## src/rtl/hsl_pkg.sv

```systemverilog
// Shared constants and types for the RGB to HSL converter.
package hsl_pkg;

    localparam int CHANNEL_BITS_DEF = 8;
    localparam int HUE_BITS_DEF     = 16;
    localparam int SAT_BITS         = 16;

    typedef enum logic [1:0] {
        MAX_RED,
        MAX_GREEN,
        MAX_BLUE
    } max_sel_t;

endpackage

```

## src/rtl/hsl_front.sv

```systemverilog
// Two-stage front end: channel max/min, hue numerator and both division operands.
module hsl_front #(
    parameter int CHANNEL_BITS = 8,
    parameter int HUE_BITS     = 16,
    parameter int QUOT_BITS    = 16
) (
    input  logic                             aclk,
    input  logic                             en,
    input  logic [CHANNEL_BITS-1:0]          red,
    input  logic [CHANNEL_BITS-1:0]          green,
    input  logic [CHANNEL_BITS-1:0]          blue,
    output logic [CHANNEL_BITS+3+QUOT_BITS-1:0] hue_dvd,
    output logic [CHANNEL_BITS+3-1:0]        hue_dvs,
    output logic [CHANNEL_BITS+QUOT_BITS-1:0] sat_dvd,
    output logic [CHANNEL_BITS-1:0]          sat_dvs,
    output logic [CHANNEL_BITS:0]            lsum
);
    import hsl_pkg::*;

    localparam int CB  = CHANNEL_BITS;
    localparam int NW  = CB + 3;
    localparam int HDW = NW + QUOT_BITS;
    localparam int SDW = CB + QUOT_BITS;
    localparam logic [CB:0] FULL     = {1'b0, {CB{1'b1}}};
    localparam logic [CB:0] TWO_FULL = {{CB{1'b1}}, 1'b0};

    // stage 1
    logic [CB-1:0] r_reg, g_reg, b_reg, mx_reg, mn_reg;
    logic [CB-1:0] mx_next, mn_next;
    max_sel_t      sel_reg, sel_next;

    always_comb begin
        if (red >= green && red >= blue) begin
            sel_next = MAX_RED;
            mx_next  = red;
        end else if (green >= blue) begin
            sel_next = MAX_GREEN;
            mx_next  = green;
        end else begin
            sel_next = MAX_BLUE;
            mx_next  = blue;
        end
        mn_next = red;
        if (green < mn_next) mn_next = green;
        if (blue < mn_next)  mn_next = blue;
    end

    always_ff @(posedge aclk) begin
        if (en) begin
            r_reg   <= red;
            g_reg   <= green;
            b_reg   <= blue;
            mx_reg  <= mx_next;
            mn_reg  <= mn_next;
            sel_reg <= sel_next;
        end
    end

    // stage 2
    logic [CB-1:0]  d;
    logic [CB:0]    sum;
    logic [NW-1:0]  d_x, r_x, g_x, b_x, d6, num;
    logic [CB:0]    den_w;
    logic [HDW-1:0] hue_dvd_next;
    logic [NW-1:0]  hue_dvs_next;
    logic [SDW-1:0] sat_dvd_next, d_s;
    logic [CB-1:0]  sat_dvs_next;

    always_comb begin
        d   = mx_reg - mn_reg;
        sum = {1'b0, mx_reg} + {1'b0, mn_reg};
        d_x = NW'(d);
        r_x = NW'(r_reg);
        g_x = NW'(g_reg);
        b_x = NW'(b_reg);
        d6  = (d_x << 2) + (d_x << 1);
        case (sel_reg)
            MAX_RED:   num = (g_reg < b_reg) ? (d6 - (b_x - g_x)) : (g_x - b_x);
            MAX_GREEN: num = (d_x << 1) + b_x - r_x;
            MAX_BLUE:  num = (d_x << 2) + r_x - g_x;
            default:   num = '0;
        endcase
        den_w = (sum > FULL) ? (TWO_FULL - sum) : sum;
        d_s   = SDW'(d);
        if (d == '0) begin
            hue_dvd_next = '0;
            hue_dvs_next = NW'(1);
            sat_dvd_next = '0;
            sat_dvs_next = CB'(1);
        end else begin
            hue_dvd_next = HDW'(num) << HUE_BITS;
            hue_dvs_next = d6;
            sat_dvd_next = (d_s << SAT_BITS) - d_s;
            sat_dvs_next = den_w[CB-1:0];
        end
    end

    always_ff @(posedge aclk) begin
        if (en) begin
            hue_dvd <= hue_dvd_next;
            hue_dvs <= hue_dvs_next;
            sat_dvd <= sat_dvd_next;
            sat_dvs <= sat_dvs_next;
            lsum    <= sum;
        end
    end

endmodule

```

## src/rtl/hsl_div.sv

```systemverilog
// Pipelined restoring divider, one quotient bit per register stage.
module hsl_div #(
    parameter int DIVW = 11,
    parameter int QW   = 16
) (
    input  logic                 aclk,
    input  logic                 en,
    input  logic [DIVW+QW-1:0]   dividend,
    input  logic [DIVW-1:0]      divisor,
    output logic [QW-1:0]        quotient
);
    import hsl_pkg::*;

    logic [DIVW-1:0] stg_rem [0:QW-1];
    logic [QW-1:0]   stg_lq  [0:QW];
    logic [DIVW-1:0] stg_dvs [0:QW-1];

    assign stg_rem[0] = dividend[DIVW+QW-1:QW];
    assign stg_lq[0]  = dividend[QW-1:0];
    assign stg_dvs[0] = divisor;

    for (genvar k = 0; k < QW; k++) begin : g_stage
        logic [DIVW:0]   trial;
        logic [QW-1:0]   lq_next;
        logic            fits;
        logic [QW-1:0]   lq_reg;

        always_comb begin
            trial   = {stg_rem[k], stg_lq[k][QW-1]};
            fits    = (trial >= {1'b0, stg_dvs[k]});
            lq_next = {stg_lq[k][QW-2:0], fits};
        end

        always_ff @(posedge aclk) begin
            if (en) begin
                lq_reg <= lq_next;
            end
        end

        assign stg_lq[k+1] = lq_reg;

        // remainder and divisor are only carried to stages that still need them
        if (k < QW-1) begin : g_carry
            logic [DIVW-1:0] rem_next;
            logic [DIVW-1:0] rem_reg;
            logic [DIVW-1:0] dvs_reg;

            assign rem_next = fits ? DIVW'(trial - {1'b0, stg_dvs[k]}) : trial[DIVW-1:0];

            always_ff @(posedge aclk) begin
                if (en) begin
                    rem_reg <= rem_next;
                    dvs_reg <= stg_dvs[k];
                end
            end

            assign stg_rem[k+1] = rem_reg;
            assign stg_dvs[k+1] = dvs_reg;
        end
    end

    assign quotient = stg_lq[QW];

endmodule

```

## src/rtl/rgb_to_hsl_converter_top.sv

```systemverilog
// Top level of the pipelined RGB to HSL converter.
//
// Input stream: one RGB pixel per transaction on s_tdata (red, green, blue
// from the lowest bit up). Output stream: one HSL result per transaction on
// m_tdata (hue, saturation, lightness sum from the lowest bit up).
// The pipeline has two front-end stages for max/min and the division
// operands, then one stage per quotient bit in the two dividers, which run
// side by side. Throughput is one pixel per cycle unless the receiver
// stalls; while it does not, a new transaction may enter every clock.
// The whole pipeline moves as one: it advances whenever the output register
// is empty or is being taken, so a receiver stall holds every stage in place
// and s_tready drops in the same cycle. Nothing is lost or repeated.
// Grey pixels give hue 0, saturation 0 and a lightness sum of twice the max.
// Reset (aresetn low, synchronous) empties the pipeline by clearing all
// valid bits; data registers are not reset.
module rgb_to_hsl_converter_top #(
    parameter int CHANNEL_BITS = hsl_pkg::CHANNEL_BITS_DEF,
    parameter int HUE_BITS     = hsl_pkg::HUE_BITS_DEF
) (
    input  logic aclk,
    input  logic aresetn,
    input  logic s_tvalid,
    output logic s_tready,
    // red, green, blue
    input  logic [((3*CHANNEL_BITS+7)/8)*8-1:0] s_tdata,
    output logic m_tvalid,
    input  logic m_tready,
    // hue, saturation, lightness_sum
    output logic [((HUE_BITS+hsl_pkg::SAT_BITS+CHANNEL_BITS+1+7)/8)*8-1:0] m_tdata
);
    import hsl_pkg::*;

    localparam int CB    = CHANNEL_BITS;
    localparam int QW    = (HUE_BITS > SAT_BITS) ? HUE_BITS : SAT_BITS;
    localparam int LAT   = 2 + QW;
    localparam int OUTW  = HUE_BITS + SAT_BITS + CB + 1;
    localparam int OTDW  = ((OUTW + 7) / 8) * 8;

    logic            adv;
    logic [LAT-1:0]  valid_reg, valid_next;

    logic [CB-1:0]   red, green, blue;
    logic [CB+3+QW-1:0] hue_dvd;
    logic [CB+3-1:0] hue_dvs;
    logic [CB+QW-1:0] sat_dvd;
    logic [CB-1:0]   sat_dvs;
    logic [CB:0]     lsum;
    logic [CB:0]     lsum_reg [1:QW];
    logic [QW-1:0]   hue_q, sat_q;

    logic [HUE_BITS-1:0] hue;
    logic [SAT_BITS-1:0] saturation;
    logic [CB:0]         lightness_sum;

    assign adv      = !m_tvalid || m_tready;
    assign s_tready = adv;
    assign m_tvalid = valid_reg[LAT-1];

    assign red   = s_tdata[CB-1:0];
    assign green = s_tdata[2*CB-1:CB];
    assign blue  = s_tdata[3*CB-1:2*CB];

    assign valid_next = {valid_reg[LAT-2:0], s_tvalid};

    always_ff @(posedge aclk) begin
        if (!aresetn) begin
            valid_reg <= '0;
        end else if (adv) begin
            valid_reg <= valid_next;
        end
    end

    hsl_front #(
        .CHANNEL_BITS (CHANNEL_BITS),
        .HUE_BITS     (HUE_BITS),
        .QUOT_BITS    (QW)
    ) u_front (
        .aclk    (aclk),
        .en      (adv),
        .red     (red),
        .green   (green),
        .blue    (blue),
        .hue_dvd (hue_dvd),
        .hue_dvs (hue_dvs),
        .sat_dvd (sat_dvd),
        .sat_dvs (sat_dvs),
        .lsum    (lsum)
    );

    hsl_div #(
        .DIVW (CB + 3),
        .QW   (QW)
    ) u_hue_div (
        .aclk     (aclk),
        .en       (adv),
        .dividend (hue_dvd),
        .divisor  (hue_dvs),
        .quotient (hue_q)
    );

    hsl_div #(
        .DIVW (CB),
        .QW   (QW)
    ) u_sat_div (
        .aclk     (aclk),
        .en       (adv),
        .dividend (sat_dvd),
        .divisor  (sat_dvs),
        .quotient (sat_q)
    );

    always_ff @(posedge aclk) begin
        if (adv) begin
            lsum_reg[1] <= lsum;
            for (int i = 2; i <= QW; i++) begin
                lsum_reg[i] <= lsum_reg[i-1];
            end
        end
    end

    assign hue           = hue_q[HUE_BITS-1:0];
    assign saturation    = sat_q[SAT_BITS-1:0];
    assign lightness_sum = lsum_reg[QW];
    assign m_tdata       = OTDW'({lightness_sum, saturation, hue});

    // black and white are grey: no hue, no saturation
    assert property (@(posedge aclk) disable iff (!aresetn)
        (m_tvalid && lightness_sum == '0) |-> (hue == '0 && saturation == '0))
        else $error("black pixel with nonzero hue or saturation");

    assert property (@(posedge aclk) disable iff (!aresetn)
        (m_tvalid && lightness_sum == {{CB{1'b1}}, 1'b0}) |->
            (hue == '0 && saturation == '0))
        else $error("white pixel with nonzero hue or saturation");

    assert property (@(posedge aclk) disable iff (!aresetn)
        m_tvalid |-> ((hue_q >> HUE_BITS) == '0))
        else $error("hue quotient overflowed its width");

    assert property (@(posedge aclk)
        !aresetn |=> !m_tvalid)
        else $error("output valid straight after reset");

endmodule

```

## config.mk

```make
export PLATFORM = sky130hd
export DESIGN_NAME = rgb_to_hsl_converter_top
export DESIGN_NICKNAME = d
export VERILOG_FILES = /design/src/rtl/hsl_pkg.sv /design/src/rtl/hsl_front.sv /design/src/rtl/hsl_div.sv /design/src/rtl/rgb_to_hsl_converter_top.sv
export SDC_FILE = /design/constraint.sdc
export NUM_CORES = 2
export LEC_CHECK = 0
export BUFFER_PORTS_ARGS = -buffer_cell sky130_fd_sc_hd__clkbuf_2
export CORE_MARGIN = 2
export CORE_UTILIZATION = 33
export CTS_BUF_LIST = sky130_fd_sc_hd__clkbuf_4 sky130_fd_sc_hd__clkbuf_8
export CTS_CLUSTER_SIZE = 10
export DETAILED_ROUTE_END_ITERATION = 10
export RECOVER_POWER = 50
export SLEW_MARGIN = 10
export SYNTH_ARGS = -nofsm -noshare
export SYNTH_HDL_FRONTEND = slang
export SYNTH_SLANG_ARGS = --single-unit
export TNS_END_PERCENT = 30
```

## constraint.sdc

```tcl
create_clock -name aclk -period 125.9 [get_ports aclk]
set_clock_uncertainty 0.1 [all_clocks]
set_input_delay 37.77 -clock aclk [delete_from_list [all_inputs] [get_ports aclk]]
set_output_delay 37.77 -clock aclk [all_outputs]
set_load 0.03 [all_outputs]
```

Yosys cells after proc, flatten, opt, wreduce, memory -nomap -nowiden
Memory sizes are Yosys's and may differ from the RTL's.
Index checks and enable logic that the tools add are counted.
Word-level totals
  bits in registers: 1221
  RAM bits: 144
  input bits: 28
  output and inout bits: 50
  logic and storage cells: 234
  memories: 1
Memories
  lsum_reg: depth 16, bits a word 9, read ports 16, clocked after Yosys merged registers in 0, wr ports 16, RTL line rgb_to_hsl_converter_top.sv:48  | logic [CB:0] lsum_reg [1:QW];
Cells by class
  add/sub/neg operators: 42
  magnitude comparators: 39
  equal/unequal tests: 2
  muxes and demuxes: 40
  reduce and logical (&&, ||, !) cells: 5
Operators with widths (number)
  12-bit by 11-bit >= comparator with 1-bit output: 16
  11-bit 2-to-1 mux: 16
  11-bit subtractor: 16
  8-bit 2-to-1 mux: 20
  9-bit by 8-bit >= comparator with 1-bit output: 16
  8-bit subtractor: 16
  11-bit case mux with 3 select lines: 1
  8-bit >= comparator: 3
  8-bit less-than comparator: 3
  24-bit by 8-bit subtractor with 24-bit output: 1
  11-bit by 8-bit subtractor with 11-bit output: 2
  8-bit by 8-bit subtractor with 9-bit output: 2
  10-bit by 8-bit adder with 11-bit output: 1
  10-bit by 9-bit adder with 11-bit output: 1
  9-bit by 8-bit adder with 10-bit output: 1
  8-bit by 8-bit adder with 9-bit output: 1
  9-bit by 8-bit greater-than comparator with 1-bit output, second input constant: 1
  8-bit logical NOT: 1
  8-bit subtractor, first input constant: 1
  2-bit by 1-bit == test with 1-bit output, second input constant: 1
  2-bit == test, second input constant: 1
  2-bit logical NOT: 1
  1-bit 2-to-1 mux: 2
  2-bit 2-to-1 mux: 1
  3 further kinds: 3

Logic depth before layout (Yosys ltp)
  depth in word-level cells: 5
  depth in mapped cells: 22

Hierarchy
A second synthesis with hierarchy kept.
Unflattened totals
  cells, all modules: 4740
  area, all modules: 64971.1 um2
Modules (own cells, without submodules)
  hsl_div at u_hue_div: times used 1, cells each 2148, area an instance 28930.2 um2
  hsl_div at u_sat_div: times used 1, cells each 1498, area an instance 22222.6 um2
  hsl_front: times used 1, cells each 882, area an instance 8770.9 um2
  rgb_to_hsl_converter_top: times used 1, cells each 212, area an instance 5047.3 um2

Worst setup path after synthesis
Ideal clock, no wire load.
  path type: input-to-output
  from: input m_tready
  to: output s_tready
  arrival time: 70131 ps
  data required time: 88030 ps
  slack: 17899 ps
  stages on the path: 4
  path buffers: 2
  cell sequence: nor2b_1 -> clkbuf_1 -> clkinv_1 -> clkbuf_1
Between the ends
  longest elaborated chain between the ends: 1
RTL lines
  start: declaration: RTL line rgb_to_hsl_converter_top.sv:27  | input logic m_tready,
  1-bit logical OR: RTL line rgb_to_hsl_converter_top.sv:55  | assign adv = !m_tvalid || m_tready;
  end: declaration: RTL line rgb_to_hsl_converter_top.sv:23  | output logic s_tready,
No other way between the ends.

Worst setup path after layout
Ends and elaborated chain as after synthesis.

==> impl_metrics.ini <==
[setup_path]
endpoint_class_of_the_critical_path = primary output
cpMostUsedCell = sky130_fd_sc_hd__clkbuf_2
crit_chain = clkbuf_2, nor2b_1, clkbuf_1, clkinvlp_2, clkbuf_2
required_ps = 88030
crit_path_max_incr_delay_ps = 3640
arrival_ps = 43490
slowest_stage_cell_crit_path = sky130_fd_sc_hd__clkinvlp_2
startpoint_type = primary input
setup.worst_path.class = primary input to primary output
critical_path.max_fanout = 114

[timing]
timing_max_transition_violations_final = 147
total_negative_slack_ps = 0
timing.final.setup_violations = 0
final_min_period_over_clock_period_pct = 64.62
slew_headroom_pct = -221.8
rsz0062_at_grt = no
max_slew.worst_pin.slew_ps = 4801
finalWorstPathRequiredPeriod_ps = 81360
count_of_final_hold_check_violations = 0
finalWorstSetupSlack_ps = 44540
f_max_mhz = 12.29

[synth]
synth_edf_count = 1176
syn_area_per_cell_um2 = 13.53
post_synth_inst_count = 4261
synthDominantCellAreaShare_pct = 61.26
synth.top_cells.by_area = sky130_fd_sc_hd__edfxtp_1 (61%), sky130_fd_sc_hd__ha_1 (9.2%), sky130_fd_sc_hd__mux2_2 (3.6%)
ys_seq_elements = 1194
synthArstFlopShare_pct = 0
synth_warnings = 0
synth_area_um2 = 57640
seq_area_frac_synth_pct = 61.89
post-synth-top-area-cell = sky130_fd_sc_hd__edfxtp_1
yosys_most_used_dff = sky130_fd_sc_hd__edfxtp_1
synthDistinctLibCells = 87

[clock_tree]
h-tree-depth = 4
clock_tree.root_cell = sky130_fd_sc_hd__clkbuf_8
cts.sinks = 1194
numCtsBuffers = 201
largest_buffer_count_on_any_clock_path = 3
tritoncts = done
worst_setup_hold_path_clk_slew_ps = 60
cts.repair_timing.setup_buffer_count = 0
clk_latency_ps = 910
holdBufCountCts = 0
post_cts_resize_count = 0

[drt]
routed_wirelength_um = 96320
vias_per_cell = 4.581
vias = 32070
firstDrtPassIters = 5
avgRoutedWirePerCell_um = 13.76
detailedRoute.firstIterationViolations = 1360
routed_antenna_nets = 0
remaining_drc_errors = 0

[cells_and_area]
area_growth_pct = 12.26
n_fill_cell = 16430
drive_gt1_share_pct = 12.45
area.sequential_um2 = 35670
final_net_count = 5008
number_of_flip_flops_in_the_largest_register = 220
multi_input_area_um2 = 19470

[global_routing]
grt_overflow = 0
first_global_vias = 33460
grt_start_max_net_pins = 115
global_route.usage.total_pct = 10.87
initial_antenna_violation_count = 1
grt_first_pass_wirelength_um = 160600

[die]
placeableCoreArea_um2 = 173600
top_level_ports = 78
die_area_um2 = 178000
floorplan.initialDensity_pct = 33.20
die_w_um = 421.9
floorplan.die.height_um = 421.9
std_cell_rows = 153

[status]
run_status = finished with violations
failed_checks = capacitance limit, slew limit

[flow_run]
max_cap_violations = 2

[placement]
pre_cts_slack_ps = 48800
port-buffer-count = 70
gpl.final_weighted_congestion = 0.8480
dp_hpwl_um = 67570

[min_path]
hp-class = flip-flop to flip-flop
-- final cells by class --
type	instances	area share, %
flip-flops and latches	1194	55.13
clock inverters	94	1.156
diodes	1	0.003867
inverters	554	3.223
multi-input cells	2462	30.09
clock buffers	269	5.093
repair buffers	102	0.8082
well taps	2325	4.495
-- cell usage after synthesis (7+ instances only) --
library cell,number
sky130_fd_sc_hd__edfxtp_1,1176
sky130_fd_sc_hd__inv_1,548
sky130_fd_sc_hd__ha_1,422
sky130_fd_sc_hd__nor2_1,264
sky130_fd_sc_hd__mux2_2,183
sky130_fd_sc_hd__nand2_1,181
sky130_fd_sc_hd__o21ai_0,167
sky130_fd_sc_hd__a21oi_1,140
sky130_fd_sc_hd__xnor2_1,112
sky130_fd_sc_hd__mux2i_1,98
sky130_fd_sc_hd__a21boi_0,81
sky130_fd_sc_hd__nor2b_1,76
sky130_fd_sc_hd__xor2_1,63
sky130_fd_sc_hd__a21o_1,61
sky130_fd_sc_hd__nand4_1,55
sky130_fd_sc_hd__nand2b_1,50
sky130_fd_sc_hd__nor3_1,50
sky130_fd_sc_hd__nand3_1,46
sky130_fd_sc_hd__fa_1,43
sky130_fd_sc_hd__and2_1,38
sky130_fd_sc_hd__o211ai_1,35
sky130_fd_sc_hd__o21a_1,29
sky130_fd_sc_hd__nor4_1,25
sky130_fd_sc_hd__buf_2,22
sky130_fd_sc_hd__a31oi_1,19
sky130_fd_sc_hd__a211oi_1,18
sky130_fd_sc_hd__buf_4,18
sky130_fd_sc_hd__dfxtp_1,18
sky130_fd_sc_hd__a311oi_1,17
sky130_fd_sc_hd__and3_1,16
sky130_fd_sc_hd__o21ai_1,16
sky130_fd_sc_hd__o311ai_0,16
sky130_fd_sc_hd__a22oi_2,15
sky130_fd_sc_hd__a2bb2oi_1,15
sky130_fd_sc_hd__clkbuf_1,14
sky130_fd_sc_hd__o2111a_1,14
sky130_fd_sc_hd__o21bai_1,8
sky130_fd_sc_hd__or3_1,7
-- stage by stage --
step           util (%)  std cells  instance area (um^2)  hold WS (ps)
6_report          37.27       7001                 64710         274.0
5_1_grt           37.27       7001                 64710         287.4
4_1_cts           37.38       7000                 64900         266.5
3_5_place_dp      35.05       6637                 60850         304.5
3_3_place_gp      35.05       6637                 60850         300.3
2_1_floorplan         -       4267                 57660         300.3
-- placed cells by master, fill, tap and decap left out, drive strengths merged, types with 64 or more instances in the layout --
master / instances
o21ai: 184
a21oi: 142
clkinv: 74
mux2i: 98
mux2: 184
xor2: 64
ha: 422
nor2: 264
nand2: 182
inv: 561
a21boi: 82
xnor2: 114
edfxtp: 1176
nor2b: 76
clkbuf: 349
-- routing by layer --
layer / global-route usage (%) / part of all wire (%) / vias to the layer above
li1: - / - / 16070
met1: 11.53 / 40 / 15290
met2: 20.22 / 53 / 481
met3: 2.530 / 3.8 / 233
met4: 5.012 / 3.8 / 0
met5: 0 / 0 / -
-- worst max-delay path, delay by kind of cell --
family	cells	cell delay, ps
buffers and inverters	4	5240
and+or+nand+nor	1	470
-- logic make-up after synthesis --
family	synth area share, %
AO/OA/AOI/OAI	8.216
XOR/XNOR	2.824
adder cells (fa/ha/maj)	10.69
buffers and inverters	4.166
flip-flops	61.89
multiplexers	5.303
other	0.006506
AND/OR/NAND/NOR	6.907
-- final timing paths --
kind                                                           startpoint                                            endpoint  slack [ps]  depth (start not counted)
worst max-delay path                                             m_tready                                            s_tready       44540                          5
worst min-delay path            u_sat_div.g_stage[6].lq_reg[14]$_DFFE_PP_           u_sat_div.g_stage[7].lq_reg[15]$_DFFE_PP_         270                          0
worst max register to register                 valid_reg[17]$_SDFFE_PN0P_  u_sat_div.g_stage[13].g_carry.dvs_reg[2]$_DFFE_PP_      117140                          7
worst min register to register  u_sat_div.g_stage[6].lq_reg[14]$_DFFE_PP_           u_sat_div.g_stage[7].lq_reg[15]$_DFFE_PP_         270                          0
Power is not shown: default switching activity piles up to over one toggle a cycle in this logic, so the estimate is an artifact.
